`config.mk`:
```
export PLATFORM = sky130hd
export DESIGN_NAME = bmp_stream_decoder_flat
export DESIGN_NICKNAME = d
export VERILOG_FILES = /design/src/rtl/core/bsd_pkg.sv /design/src/rtl/core/bsd_in_if.sv /design/src/rtl/core/bsd_out_if.sv /design/src/rtl/core/bsd_header.sv /design/src/rtl/core/bsd_pixel.sv /design/src/rtl/core/bmp_stream_decoder.sv /design/src/flat_wrapper.sv
export SDC_FILE = /design/constraint.sdc
export NUM_CORES = 2
export LEC_CHECK = 0
export CORE_UTILIZATION = 60
export CTS_BUF_LIST = sky130_fd_sc_hd__clkbuf_8
export DETAILED_ROUTE_END_ITERATION = 10
export DONT_BUFFER_PORTS = 1
export GPL_TIMING_DRIVEN = 0
export PLACE_DENSITY = 0.76
export SLEW_MARGIN = 20
export SYNTH_ARGS = -nofsm -noshare
export SYNTH_HDL_FRONTEND = slang
export SYNTH_HIERARCHICAL = 1
export SYNTH_SLANG_ARGS = --single-unit
```
`constraint.sdc`:
```
create_clock -name clk -period 20.1 [get_ports clk]
set_clock_uncertainty 0.1 [all_clocks]
set_input_delay 1.005 -clock clk [delete_from_list [all_inputs] [get_ports clk]]
set_output_delay 1.005 -clock clk [all_outputs]
set_load 0.01 [all_outputs]
```
`src/rtl/core/bsd_pkg.sv`:
```
// bsd_pkg: shared types and constants of the BMP stream decoder.
// No dependencies; used by every module under rtl/core.
package bsd_pkg;

  localparam int MAX_WIDTH_DEF      = 2048;
  localparam int MAX_HEIGHT_DEF     = 2048;
  localparam int MAX_FILE_BYTES_DEF = 4194304;

  localparam int POS_W   = 23;
  localparam int LEN_W   = 23;
  localparam int IDX_W   = 22;
  localparam int DIM_O_W = 12;
  localparam int NEED_W  = 33;

  localparam logic [POS_W-1:0] POS_MAX      = {POS_W{1'b1}};
  localparam logic [POS_W-1:0] POS_SIG_LO   = 23'd0;
  localparam logic [POS_W-1:0] POS_SIG_HI   = 23'd1;
  localparam logic [POS_W-1:0] POS_OFS_LO   = 23'd10;
  localparam logic [POS_W-1:0] POS_OFS_HI   = 23'd13;
  localparam logic [POS_W-1:0] POS_DIB_LO   = 23'd14;
  localparam logic [POS_W-1:0] POS_DIB_HI   = 23'd17;
  localparam logic [POS_W-1:0] POS_WID_LO   = 23'd18;
  localparam logic [POS_W-1:0] POS_WID_HI   = 23'd21;
  localparam logic [POS_W-1:0] POS_HGT_LO   = 23'd22;
  localparam logic [POS_W-1:0] POS_HGT_HI   = 23'd25;
  localparam logic [POS_W-1:0] POS_STRIDE   = 23'd26;
  localparam logic [POS_W-1:0] POS_PROD     = 23'd27;
  localparam logic [POS_W-1:0] POS_BPP_LO   = 23'd28;
  localparam logic [POS_W-1:0] POS_BPP_HI   = 23'd29;

  localparam logic [LEN_W-1:0] MIN_FILE_LEN = 23'd54;
  localparam logic [7:0]       SIG_B        = 8'h42;
  localparam logic [7:0]       SIG_M        = 8'h4D;
  localparam logic [31:0]      MIN_OFFSET   = 32'd30;
  localparam logic [31:0]      MIN_DIB      = 32'd40;
  localparam logic [15:0]      DEPTH_24     = 16'd24;
  localparam logic [15:0]      DEPTH_32     = 16'd32;
  localparam logic [7:0]       ALPHA_OPAQUE = 8'hFF;

  typedef enum logic [1:0] {
    PH_HEADER = 2'd0,
    PH_SKIP   = 2'd1,
    PH_PIXELS = 2'd2,
    PH_IDLE   = 2'd3
  } phase_t;

  typedef enum logic [3:0] {
    ST_OK       = 4'd0,
    ST_SHORT    = 4'd1,
    ST_SIG      = 4'd2,
    ST_OFFSET   = 4'd3,
    ST_DIB      = 4'd4,
    ST_BPP      = 4'd5,
    ST_WIDTH    = 4'd6,
    ST_HEIGHT   = 4'd7,
    ST_DATA     = 4'd8,
    ST_OFS_HDR  = 4'd9
  } status_t;

  typedef enum logic {
    KIND_STATUS = 1'b0,
    KIND_PIXEL  = 1'b1
  } kind_t;

  typedef struct packed {
    logic    done;
    logic    ok;
    status_t code;
  } hdr_evt_t;

  typedef struct packed {
    logic emit;
    logic last;
    logic finish;
  } pix_evt_t;

endpackage

```
`src/rtl/core/bsd_in_if.sv`:
```
// bsd_in_if: byte request channel of the BMP stream decoder.
// Carries valid/ready and one file byte with its start mark.
interface bsd_in_if;
  logic       valid;
  logic       ready;
  logic [7:0] data_byte;
  logic       start_of_file;

  modport source (output valid, output data_byte, output start_of_file, input ready);
  modport sink   (input valid, input data_byte, input start_of_file, output ready);
endinterface

```
`src/rtl/core/bsd_out_if.sv`:
```
// bsd_out_if: result request channel of the BMP stream decoder.
// Carries valid/ready and one status or pixel result.
interface bsd_out_if;
  logic        valid;
  logic        ready;
  logic        result_kind;
  logic [3:0]  status_code;
  logic [11:0] image_width;
  logic [11:0] image_height;
  logic [31:0] pixel_argb;
  logic [21:0] pixel_index;
  logic        last_pixel;

  modport source (output valid, output result_kind, output status_code, output image_width,
                  output image_height, output pixel_argb, output pixel_index,
                  output last_pixel, input ready);
  modport sink   (input valid, input result_kind, input status_code, input image_width,
                  input image_height, input pixel_argb, input pixel_index,
                  input last_pixel, output ready);
endinterface

```
`src/rtl/core/bsd_header.sv`:
```
// bsd_header: captures the little-endian header fields and runs the header checks.
// Depends on bsd_pkg.
module bsd_header #(
  parameter int MAX_WIDTH  = bsd_pkg::MAX_WIDTH_DEF,
  parameter int MAX_HEIGHT = bsd_pkg::MAX_HEIGHT_DEF,
  parameter int COL_W      = $clog2(MAX_WIDTH + 1),
  parameter int ROW_W      = $clog2(MAX_HEIGHT + 1),
  parameter int RB_W       = COL_W + 2
) (
  input  logic                        clk,
  input  logic                        in_fire,
  input  logic                        hdr_phase,
  input  logic [7:0]                  in_byte,
  input  logic [bsd_pkg::POS_W-1:0]   pos,
  input  logic [bsd_pkg::LEN_W-1:0]   file_size,
  output bsd_pkg::hdr_evt_t           evt,
  output logic [31:0]                 offset,
  output logic [COL_W-1:0]            w_dim,
  output logic [ROW_W-1:0]            h_dim,
  output logic [RB_W-1:0]             stride,
  output logic                        depth_is32,
  output logic [bsd_pkg::IDX_W-1:0]   row_base
);
  import bsd_pkg::*;

  localparam int PROD_W = COL_W + ROW_W + 2;

  logic [15:0]       sig_r, sig_nxt;
  logic [31:0]       ofs_r, ofs_nxt;
  logic [31:0]       dib_r, dib_nxt;
  logic [31:0]       wid_r, wid_nxt;
  logic [31:0]       hgt_r, hgt_nxt;
  logic [15:0]       dep_r, dep_nxt;
  logic [RB_W-1:0]   stride3_r;
  logic [COL_W+ROW_W-1:0] wh_r;
  logic [PROD_W-1:0] s3h_r;

  logic [1:0]        lane;
  logic              wr;
  logic [15:0]       dep_cur;
  logic              dep32_cur;
  logic [NEED_W-1:0] need;
  logic [31:0]       rb_full;
  status_t           code;

  assign lane  = pos[1:0] - 2'd2;
  assign wr    = in_fire && hdr_phase;
  assign w_dim = wid_r[COL_W-1:0];
  assign h_dim = hgt_r[ROW_W-1:0];

  always_comb begin
    sig_nxt = sig_r;
    ofs_nxt = ofs_r;
    dib_nxt = dib_r;
    wid_nxt = wid_r;
    hgt_nxt = hgt_r;
    dep_nxt = dep_r;
    if (wr) begin
      if (pos == POS_SIG_LO) begin
        sig_nxt[7:0] = in_byte;
      end else if (pos == POS_SIG_HI) begin
        sig_nxt[15:8] = in_byte;
      end else if (pos >= POS_OFS_LO && pos <= POS_OFS_HI) begin
        ofs_nxt[8*lane +: 8] = in_byte;
      end else if (pos >= POS_DIB_LO && pos <= POS_DIB_HI) begin
        dib_nxt[8*lane +: 8] = in_byte;
      end else if (pos >= POS_WID_LO && pos <= POS_WID_HI) begin
        wid_nxt[8*lane +: 8] = in_byte;
      end else if (pos >= POS_HGT_LO && pos <= POS_HGT_HI) begin
        hgt_nxt[8*lane +: 8] = in_byte;
      end else if (pos == POS_BPP_LO) begin
        dep_nxt[7:0] = in_byte;
      end else if (pos == POS_BPP_HI) begin
        dep_nxt[15:8] = in_byte;
      end
    end
  end

  // size products are formed ahead of the last header byte
  always_ff @(posedge clk) begin
    sig_r <= sig_nxt;
    ofs_r <= ofs_nxt;
    dib_r <= dib_nxt;
    wid_r <= wid_nxt;
    hgt_r <= hgt_nxt;
    dep_r <= dep_nxt;
    if (wr && pos == POS_STRIDE) begin
      stride3_r <= (RB_W'({2'b00, w_dim}) * RB_W'(3) + RB_W'(3)) & ~RB_W'(3);
      wh_r      <= (COL_W+ROW_W)'(w_dim) * (COL_W+ROW_W)'(h_dim);
    end
    if (wr && pos == POS_PROD) begin
      s3h_r <= PROD_W'(stride3_r) * PROD_W'(h_dim);
    end
  end

  assign dep_cur   = {in_byte, dep_r[7:0]};
  assign dep32_cur = (dep_cur == DEPTH_32);
  assign need      = NEED_W'(ofs_r) +
                     (dep32_cur ? NEED_W'({wh_r, 2'b00}) : NEED_W'(s3h_r));

  always_comb begin
    if (file_size < MIN_FILE_LEN) begin
      code = ST_SHORT;
    end else if (sig_r[7:0] != SIG_B || sig_r[15:8] != SIG_M) begin
      code = ST_SIG;
    end else if (ofs_r >= 32'(file_size)) begin
      code = ST_OFFSET;
    end else if (ofs_r < MIN_OFFSET) begin
      code = ST_OFS_HDR;
    end else if (dib_r < MIN_DIB) begin
      code = ST_DIB;
    end else if (dep_cur != DEPTH_24 && dep_cur != DEPTH_32) begin
      code = ST_BPP;
    end else if (wid_r == 32'd0 || wid_r > 32'(MAX_WIDTH)) begin
      code = ST_WIDTH;
    end else if (hgt_r == 32'd0 || hgt_r > 32'(MAX_HEIGHT)) begin
      code = ST_HEIGHT;
    end else if (need > NEED_W'(file_size)) begin
      code = ST_DATA;
    end else begin
      code = ST_OK;
    end
  end

  assign evt.done = wr && pos == POS_BPP_HI;
  assign evt.ok   = (code == ST_OK);
  assign evt.code = code;

  assign rb_full    = 32'(wh_r) - 32'(w_dim);
  assign row_base   = rb_full[IDX_W-1:0];
  assign offset     = ofs_r;
  assign depth_is32 = (dep_r == DEPTH_32);
  assign stride     = depth_is32 ? {w_dim, 2'b00} : stride3_r;

endmodule

```
`src/rtl/core/bsd_pixel.sv`:
```
// bsd_pixel: row, column and byte counters that pack B,G,R into ARGB pixels.
// Depends on bsd_pkg.
module bsd_pixel #(
  parameter int MAX_WIDTH  = bsd_pkg::MAX_WIDTH_DEF,
  parameter int MAX_HEIGHT = bsd_pkg::MAX_HEIGHT_DEF,
  parameter int COL_W      = $clog2(MAX_WIDTH + 1),
  parameter int ROW_W      = $clog2(MAX_HEIGHT + 1),
  parameter int RB_W       = COL_W + 2
) (
  input  logic                      clk,
  input  logic                      go,
  input  logic                      load,
  input  logic [7:0]                in_byte,
  input  logic [COL_W-1:0]          w_dim,
  input  logic [ROW_W-1:0]          h_dim,
  input  logic [RB_W-1:0]           stride,
  input  logic                      depth_is32,
  input  logic [bsd_pkg::IDX_W-1:0] row_base,
  output bsd_pkg::pix_evt_t         evt,
  output logic [31:0]               argb,
  output logic [bsd_pkg::IDX_W-1:0] index
);
  import bsd_pkg::*;

  logic [RB_W-1:0]  rbytes_r, rbytes_nxt;
  logic [COL_W-1:0] col_r, col_nxt;
  logic [ROW_W-1:0] row_r, row_nxt;
  logic [1:0]       within_r, within_nxt;
  logic [15:0]      hold_r, hold_nxt;
  logic [IDX_W-1:0] base_r, base_nxt;

  logic [1:0] bpp_m1;
  logic       in_row;
  logic       col_last;
  logic       row_last;
  logic       row_end;

  assign bpp_m1   = depth_is32 ? 2'd3 : 2'd2;
  assign in_row   = col_r < w_dim;
  assign col_last = ((COL_W+1)'(col_r) + 1'b1) == (COL_W+1)'(w_dim);
  assign row_last = ((ROW_W+1)'(row_r) + 1'b1) == (ROW_W+1)'(h_dim);
  assign row_end  = ((RB_W+1)'(rbytes_r) + 1'b1) == (RB_W+1)'(stride);

  assign argb  = {ALPHA_OPAQUE, in_byte, hold_r[15:8], hold_r[7:0]};
  assign index = base_r + IDX_W'(col_r);

  always_comb begin
    rbytes_nxt = rbytes_r;
    col_nxt    = col_r;
    row_nxt    = row_r;
    within_nxt = within_r;
    hold_nxt   = hold_r;
    base_nxt   = base_r;
    evt        = '0;
    if (load) begin
      rbytes_nxt = '0;
      col_nxt    = '0;
      row_nxt    = '0;
      within_nxt = '0;
      hold_nxt   = '0;
      base_nxt   = row_base;
    end else if (go) begin
      if (in_row) begin
        case (within_r)
          2'd0:    hold_nxt = {8'h00, in_byte};
          2'd1:    hold_nxt[15:8] = in_byte;
          2'd2: begin
            evt.emit = 1'b1;
            evt.last = row_last && col_last;
          end
          default: hold_nxt = hold_r;
        endcase
        if (within_r == bpp_m1) begin
          within_nxt = '0;
          col_nxt    = col_r + 1'b1;
        end else begin
          within_nxt = within_r + 1'b1;
        end
      end
      if (!evt.last) begin
        rbytes_nxt = rbytes_r + 1'b1;
        if (row_end) begin
          rbytes_nxt = '0;
          col_nxt    = '0;
          within_nxt = '0;
          row_nxt    = row_r + 1'b1;
          base_nxt   = base_r - IDX_W'(w_dim);
          evt.finish = row_last;
        end
      end
    end
  end

  always_ff @(posedge clk) begin
    rbytes_r <= rbytes_nxt;
    col_r    <= col_nxt;
    row_r    <= row_nxt;
    within_r <= within_nxt;
    hold_r   <= hold_nxt;
    base_r   <= base_nxt;
  end

endmodule

```
`src/rtl/core/bmp_stream_decoder.sv`:
```
// bmp_stream_decoder: streaming decoder for uncompressed 24/32-bit BMP files.
// Depends on bsd_pkg, bsd_in_if, bsd_out_if, bsd_header and bsd_pixel.
//
//   channel  dir  handshake          payload
//   in_ch    in   valid/ready        data_byte, start_of_file
//   out_ch   out  valid/ready        status or pixel result
//   cfg      in   cfg_wr_en          cfg_wr_data (file length)
//
// One byte per cycle; a byte's result is registered and shows in the cycle after it is taken.
// The output register is refilled in the cycle it drains, so stalls only when
// out_ch.ready is low with a result held. Synchronous active-low reset; no
// clearing pass. Width/height products are formed on header bytes 26 and 27.
module bmp_stream_decoder #(
  parameter int MAX_WIDTH      = bsd_pkg::MAX_WIDTH_DEF,
  parameter int MAX_HEIGHT     = bsd_pkg::MAX_HEIGHT_DEF,
  parameter int MAX_FILE_BYTES = bsd_pkg::MAX_FILE_BYTES_DEF
) (
  input  logic                      clk,
  input  logic                      rst_n,
  input  logic                      cfg_wr_en,
  input  logic [bsd_pkg::LEN_W-1:0] cfg_wr_data,
  bsd_in_if.sink                    in_ch,
  bsd_out_if.source                 out_ch
);
  import bsd_pkg::*;

  localparam int COL_W = $clog2(MAX_WIDTH + 1);
  localparam int ROW_W = $clog2(MAX_HEIGHT + 1);
  localparam int RB_W  = COL_W + 2;

  logic [LEN_W-1:0] file_size_r;
  logic [POS_W-1:0] pos_r, pos_nxt, pos_e;
  phase_t           phase_r, phase_nxt, phase_e;

  logic in_ready, in_fire, start;
  logic skip_hit, pix_go, pix_end;

  hdr_evt_t         hdr_evt;
  pix_evt_t         pix_evt;
  logic [31:0]      offset;
  logic [COL_W-1:0] w_dim;
  logic [ROW_W-1:0] h_dim;
  logic [RB_W-1:0]  stride;
  logic             depth_is32;
  logic [IDX_W-1:0] row_base;
  logic [31:0]      pix_argb;
  logic [IDX_W-1:0] pix_index;

  logic               res_valid;
  kind_t              res_kind;
  status_t            res_code;
  logic [DIM_O_W-1:0] res_w, res_h;
  logic [31:0]        res_argb;
  logic [IDX_W-1:0]   res_index;
  logic               res_last;

  logic               out_valid_r;
  kind_t              out_kind_r;
  status_t            out_code_r;
  logic [DIM_O_W-1:0] out_w_r, out_h_r;
  logic [31:0]        out_argb_r;
  logic [IDX_W-1:0]   out_index_r;
  logic               out_last_r;

  assign in_ready    = !out_valid_r || out_ch.ready;
  assign in_ch.ready = in_ready;
  assign in_fire     = in_ch.valid && in_ready;
  assign start       = in_ch.start_of_file;

  // start mark restarts with this byte as byte zero
  assign pos_e   = start ? '0 : pos_r;
  assign phase_e = start ? PH_HEADER : phase_r;
  assign pos_nxt = (pos_e == POS_MAX) ? pos_e : pos_e + 1'b1;

  assign skip_hit = (phase_e == PH_SKIP) && (offset[31:POS_W] == '0) &&
                    (offset[POS_W-1:0] == pos_e);
  assign pix_go   = in_fire && ((phase_e == PH_PIXELS) || skip_hit);
  assign pix_end  = pix_evt.last || pix_evt.finish;

  bsd_header #(
    .MAX_WIDTH  (MAX_WIDTH),
    .MAX_HEIGHT (MAX_HEIGHT),
    .COL_W      (COL_W),
    .ROW_W      (ROW_W),
    .RB_W       (RB_W)
  ) u_header (
    .clk        (clk),
    .in_fire    (in_fire),
    .hdr_phase  (phase_e == PH_HEADER),
    .in_byte    (in_ch.data_byte),
    .pos        (pos_e),
    .file_size  (file_size_r),
    .evt        (hdr_evt),
    .offset     (offset),
    .w_dim      (w_dim),
    .h_dim      (h_dim),
    .stride     (stride),
    .depth_is32 (depth_is32),
    .row_base   (row_base)
  );

  bsd_pixel #(
    .MAX_WIDTH  (MAX_WIDTH),
    .MAX_HEIGHT (MAX_HEIGHT),
    .COL_W      (COL_W),
    .ROW_W      (ROW_W),
    .RB_W       (RB_W)
  ) u_pixel (
    .clk        (clk),
    .go         (pix_go),
    .load       (hdr_evt.done && hdr_evt.ok),
    .in_byte    (in_ch.data_byte),
    .w_dim      (w_dim),
    .h_dim      (h_dim),
    .stride     (stride),
    .depth_is32 (depth_is32),
    .row_base   (row_base),
    .evt        (pix_evt),
    .argb       (pix_argb),
    .index      (pix_index)
  );

  always_comb begin
    phase_nxt = phase_r;
    if (in_fire) begin
      case (phase_e)
        PH_HEADER: begin
          if (hdr_evt.done) begin
            phase_nxt = hdr_evt.ok ? PH_SKIP : PH_IDLE;
          end else begin
            phase_nxt = PH_HEADER;
          end
        end
        PH_SKIP: begin
          if (skip_hit) begin
            phase_nxt = pix_end ? PH_IDLE : PH_PIXELS;
          end
        end
        PH_PIXELS: begin
          if (pix_end) begin
            phase_nxt = PH_IDLE;
          end
        end
        PH_IDLE:  phase_nxt = PH_IDLE;
        default:  phase_nxt = phase_e;
      endcase
    end
  end

  always_comb begin
    res_valid = 1'b0;
    res_kind  = KIND_STATUS;
    res_code  = ST_OK;
    res_w     = '0;
    res_h     = '0;
    res_argb  = '0;
    res_index = '0;
    res_last  = 1'b0;
    if (in_fire && hdr_evt.done) begin
      res_valid = 1'b1;
      res_code  = hdr_evt.code;
      if (hdr_evt.ok) begin
        res_w = DIM_O_W'(w_dim);
        res_h = DIM_O_W'(h_dim);
      end
    end else if (pix_go && pix_evt.emit) begin
      res_valid = 1'b1;
      res_kind  = KIND_PIXEL;
      res_argb  = pix_argb;
      res_index = pix_index;
      res_last  = pix_evt.last;
    end
  end

  always_ff @(posedge clk) begin
    if (!rst_n) begin
      file_size_r <= '0;
      pos_r       <= '0;
      phase_r     <= PH_HEADER;
      out_valid_r <= 1'b0;
    end else begin
      if (cfg_wr_en) begin
        file_size_r <= (32'(cfg_wr_data) > 32'(MAX_FILE_BYTES)) ?
                       LEN_W'(MAX_FILE_BYTES) : cfg_wr_data;
      end
      if (in_fire) begin
        pos_r <= pos_nxt;
      end
      phase_r <= phase_nxt;
      if (in_ready) begin
        out_valid_r <= in_fire && res_valid;
      end
    end
  end

  always_ff @(posedge clk) begin
    if (in_ready) begin
      out_kind_r  <= res_kind;
      out_code_r  <= res_code;
      out_w_r     <= res_w;
      out_h_r     <= res_h;
      out_argb_r  <= res_argb;
      out_index_r <= res_index;
      out_last_r  <= res_last;
    end
  end

  assign out_ch.valid        = out_valid_r;
  assign out_ch.result_kind  = out_kind_r;
  assign out_ch.status_code  = out_code_r;
  assign out_ch.image_width  = out_w_r;
  assign out_ch.image_height = out_h_r;
  assign out_ch.pixel_argb   = out_argb_r;
  assign out_ch.pixel_index  = out_index_r;
  assign out_ch.last_pixel   = out_last_r;

endmodule
```
`src/flat_wrapper.sv`:
```
// flat-port wrapper written by rule: the top's interface ports become plain ports
module bmp_stream_decoder_flat import bsd_pkg::*;
#(
  parameter int MAX_WIDTH      = bsd_pkg::MAX_WIDTH_DEF,
  parameter int MAX_HEIGHT     = bsd_pkg::MAX_HEIGHT_DEF,
  parameter int MAX_FILE_BYTES = bsd_pkg::MAX_FILE_BYTES_DEF
)
  (clk, rst_n, cfg_wr_en, cfg_wr_data, in_ch_valid, in_ch_data_byte, in_ch_start_of_file, in_ch_ready, out_ch_valid, out_ch_result_kind, out_ch_status_code, out_ch_image_width, out_ch_image_height, out_ch_pixel_argb, out_ch_pixel_index, out_ch_last_pixel, out_ch_ready);
  bsd_in_if in_ch_i ();
  bsd_out_if out_ch_i ();
  input  logic clk;
  input  logic rst_n;
  input  logic cfg_wr_en;
  input  logic [bsd_pkg::LEN_W-1:0] cfg_wr_data;
  input wire logic [$bits(in_ch_i.valid)-1:0] in_ch_valid;
  input wire logic [$bits(in_ch_i.data_byte)-1:0] in_ch_data_byte;
  input wire logic [$bits(in_ch_i.start_of_file)-1:0] in_ch_start_of_file;
  output wire logic [$bits(in_ch_i.ready)-1:0] in_ch_ready;
  output wire logic [$bits(out_ch_i.valid)-1:0] out_ch_valid;
  output wire logic [$bits(out_ch_i.result_kind)-1:0] out_ch_result_kind;
  output wire logic [$bits(out_ch_i.status_code)-1:0] out_ch_status_code;
  output wire logic [$bits(out_ch_i.image_width)-1:0] out_ch_image_width;
  output wire logic [$bits(out_ch_i.image_height)-1:0] out_ch_image_height;
  output wire logic [$bits(out_ch_i.pixel_argb)-1:0] out_ch_pixel_argb;
  output wire logic [$bits(out_ch_i.pixel_index)-1:0] out_ch_pixel_index;
  output wire logic [$bits(out_ch_i.last_pixel)-1:0] out_ch_last_pixel;
  input wire logic [$bits(out_ch_i.ready)-1:0] out_ch_ready;
  assign in_ch_i.valid = in_ch_valid;
  assign in_ch_i.data_byte = in_ch_data_byte;
  assign in_ch_i.start_of_file = in_ch_start_of_file;
  assign in_ch_ready = in_ch_i.ready;
  assign out_ch_valid = out_ch_i.valid;
  assign out_ch_result_kind = out_ch_i.result_kind;
  assign out_ch_status_code = out_ch_i.status_code;
  assign out_ch_image_width = out_ch_i.image_width;
  assign out_ch_image_height = out_ch_i.image_height;
  assign out_ch_pixel_argb = out_ch_i.pixel_argb;
  assign out_ch_pixel_index = out_ch_i.pixel_index;
  assign out_ch_last_pixel = out_ch_i.last_pixel;
  assign out_ch_i.ready = out_ch_ready;
  bmp_stream_decoder #(.MAX_WIDTH(MAX_WIDTH), .MAX_HEIGHT(MAX_HEIGHT), .MAX_FILE_BYTES(MAX_FILE_BYTES)) u_core (.clk(clk), .rst_n(rst_n), .cfg_wr_en(cfg_wr_en), .cfg_wr_data(cfg_wr_data), .in_ch(in_ch_i), .out_ch(out_ch_i));
endmodule
```
==> metrics.md <==
| Metric | Value |
|---|---|
| Status | `finished clean` |
| TNS Setup | `0 ns` |
| Clock Root Buffer | `clkbuf_8` |
| WL met1 | `39500 um` |
| Fill cells | `4499` |
| Top cell type's share of synthesized area | `0.281` |
| GRT Overall Usage | `0.324` |
| Startpoint type of the worst setup path | `register` |
| Remaining DRCs | `0` |
| Post-CTS setup buffer count | `0` |
| Drt pass-1 iters | `8` |
| Max Fclk | `0.102 GHz` |
| Post-Route WL | `roughly 95000 um` |
| Worst Hold Class | `input port to register` |
| Commonest cells post-synth | `338 x inv_1, 327 x nand2_1, 323 x edfxtp_1, 281 x ha_1, 204 x fa_1` |
| CTS Buf Count | `71` |
| Number of enable flip-flop cells after synthesis | `323` |
| Lkg Pwr | `approximately 15 nW` |
| Remaining global-route overflow | `0` |
| Peak VDD IR | `0.0619 mV` |
| Slowest cell on crit path | `clkbuf_1` |
| Max incr delay on CP | `0.61 ns` |
| Design area | `37100 um^2` |
| Actual slew at the worst max-slew pin | `1.08 ns` |
| Ys async rst share | `0` |
| FF/Latch Area | `11800 um^2` |
| Cells after Synth | `3507` |
| Core Region | `56600 um^2` |
| Synth Cell Area | `34500 um^2` |
| Met3 Wirelength | `9190 um` |
| Die Wd | `between 200 and 250 um` |
| RSZ-0062 raised after global routing | `false` |
| Clock Latency Late Sink | `0.69 ns` |
| Die area | `between 50000 and 60000 um^2` |
| Final setup violation count | `0` |
| Yosys warns | `6` |
| Met2 WL post-DR | `42600 um` |
| Worst Path Max Fanout | `10` |
| Multi-input logic area | `between 20000 and 25000 um^2` |
| Top Metal Used | `met4` |
| Clock Sinks | `428` |
| Worst EP required | `about 20 ns` |
| Longest Clk Path Bufs | `3` |
| Routability Congestion | `0.957` |
| MaxCap Viol Count | `0` |
| Via density | `about 6` |
| Pwr per Cell Area | `52.0 nW/um^2` |
| Fin crit share | `0.489` |
| Seq/Total Area, Yosys | `0.342` |
| Synth area leader | `edfxtp_1` |
| Clk slew on worst S/H paths | `roughly 0.060 ns` |
| Layout area overhead | `7.46%` |
| Max transition margin | `0.274` |
| Die Y-Extent | `242 um` |
| Largest cells by area after synthesis | `edfxtp_1 28%, fa_1 12%, ha_1 10%, dfxtp_1 6.1%, inv_1 3.7%` |
| FP Rows | `a little under 90` |
| Htree depth | `3` |
| Wire per inst | `around 22 um` |
| Worst hold margin | `0.309 ns` |
| Initial antenna violation count | `2` |
| Final min period | `9.83 ns` |
| Mean Syn Cell Area | `9.84 um^2` |
| Placement Cell Area | `roughly 36000 um^2` |
| Initial cell density of the core | `0.610` |
| Pins Over Slew Limit | `0` |
| Post-DP HPWL | `approximately 73000 um` |
| Worst setup path class | `register to register` |
| Top_reg_cell synth | `edfxtp_1` |
| PortBufs | `0` |
| FF-to-FF setup slack | `10.27 ns` |
| Share of layout cells above drive strength 1 | `0.0831` |
| Most frequent cell after synthesis | `inv_1` |
| Worst setup EP type | `register` |
| Drt initial violations | `~2.5k` |
| Global-route wire length before repair | `147000 um` |
| Critical Path AT | `10.12 ns` |
| Largest net degree at the start of global routing | `59` |
| CTS tree | `yes` |
| Vias in the first global route | `25.9k` |
| Cell variety after synth | `102` |
| Routed Antenna Nets | `0` |
| Via count | `27.1k` |
| IO Count | `approximately 120` |
| Hold Fails Final Rpt | `0` |
| Seq cells post-synth | `428` |
| CTS-repair resized insts | `0` |
| # hold bufs at CTS | `0` |
| Net count reported at finish | `4117` |
[final timing paths]
| kind | cells past startpoint | start | to |
|---|---|---|---|
| min | 0 | in_ch_data_byte[6] | u_core/u_header/sig_r[6]$_DFFE_PP_ |
| max | 31 | u_core/u_header/dep_r[0]$_DFFE_PP_ | u_core/out_ch.pixel_index[0]$_SDFFCE_PP0N_ |
| min reg2reg | 2 | u_core/file_size_r[5]$_SDFFE_PN0P_ | u_core/file_size_r[5]$_SDFFE_PN0P_ |
| max reg2reg | 31 | u_core/u_header/dep_r[0]$_DFFE_PP_ | u_core/out_ch.pixel_index[0]$_SDFFCE_PP0N_ |
[stage by stage]
stage / power, mW / std cells / utilization / setup WS (ns)
2_1_floorplan: 1.11 / 3515 / - / 12.38
3_3_place_gp: 1.14 / 4271 / 0.627 / 9.03
3_5_place_dp: 1.14 / 4278 / 0.629 / 10.11
4_1_cts: 1.94 / 4402 / 0.655 / 10.50
5_1_grt: 2.00 / 4403 / 0.655 / 9.75
6_report: 1.93 / 4403 / 0.655 / 10.27
[per-layer routing]
metal,vias up,track usage
met1,13100,0.447
met3,248,0.0593
li1,12500,-
met4,0,0.138
met2,1333,0.501
met5,-,0
[where the power goes]
group          total, mW  switching, mW  internal (mW)
sequential         0.991         0.0211          0.969
clock              0.801          0.368          0.432
combinational      0.139         0.0785         0.0605
total               1.93          0.468           1.46
[layout make-up]
| type | count | area share |
|---|---|---|
| diodes | 1 | 0.0000674 |
| plain buffers | 187 | 0.0265 |
| clock buffers | 75 | 0.0278 |
| clock inverters | 49 | 0.0118 |
| inverters | 341 | 0.0345 |
| multi-input cells | 2559 | 0.554 |
| flip-flops and latches | 428 | 0.318 |
| well taps | 756 | 0.0255 |
| repair buffers | 7 | 0.00216 |
[sequential cells by signal, indices dropped and copies added, names as in the netlist, 2 cells and up]
| register | flops |
|---|---|
| u_core/u_pixel/rbytes_r | 14 |
| u_core/u_header/stride3_r | 12 |
| u_core/u_header/dib_r | 29 |
| u_core/u_header/s3h_r | 24 |
| u_core/pos_r | 23 |
| u_core/out_ch.image_width | 12 |
| u_core/phase_r | 2 |
| u_core/out_ch.pixel_index | 22 |
| u_core/u_header/hgt_r | 32 |
| u_core/u_pixel/col_r | 12 |
| u_core/out_ch.pixel_argb | 32 |
| u_core/u_pixel/hold_r | 16 |
| u_core/u_pixel/base_r | 22 |
| u_core/u_header/dep_r | 16 |
| u_core/u_pixel/within_r | 2 |
| u_core/u_header/sig_r | 16 |
| u_core/u_pixel/row_r | 12 |
| u_core/u_header/wid_r | 32 |
| u_core/out_ch.status_code | 4 |
| u_core/u_header/offset | 32 |
| u_core/out_ch.image_height | 12 |
| u_core/file_size_r | 23 |
| u_core/u_header/wh_r | 24 |
[kinds of logic (layout without fill, tap and decap cells)]
logic type      after synthesis  count (layout)  synth area share
other cells                   2              11          0.000218
xor+xnor                    174             174            0.0441
simple gates               1284            1284             0.203
compound gates              552             552             0.109
mux                          54              54            0.0169
buf+inv                     528             659            0.0656
flops                       428             428             0.342
fa+ha+maj                   485             485             0.220
[cell usage in the layout, fill, tap and decap left out, drive strengths merged, types with 28 or more instances in the layout]
master / n
inv: 358
nand2: 328
edfxtp: 323
ha: 281
fa: 204
nor2: 191
and2: 188
clkbuf: 179
xnor2: 136
a21oi: 132
dfxtp: 105
o21ai: 105
nand3: 91
buf: 90
nor3: 70
nor3b: 64
nor4: 55
nand4: 54
nor2b: 48
nand2b: 41
a31oi: 40
xor2: 38
and3: 38
mux2: 35
a21o: 30
o31ai: 28
[worst max-delay path: cells and delay by family, from the launching register on]
kind | cells | cell delay (ns)
fa+ha+maj | 2 | 0.62
xor+xnor | 1 | 0.08
buf+inv | 4 | 1.93
mux | 1 | 0.37
compound gates | 7 | 1.51
simple gates | 16 | 4.51
flops | 1 | 0.36
(Power assumes the default switching activity.)
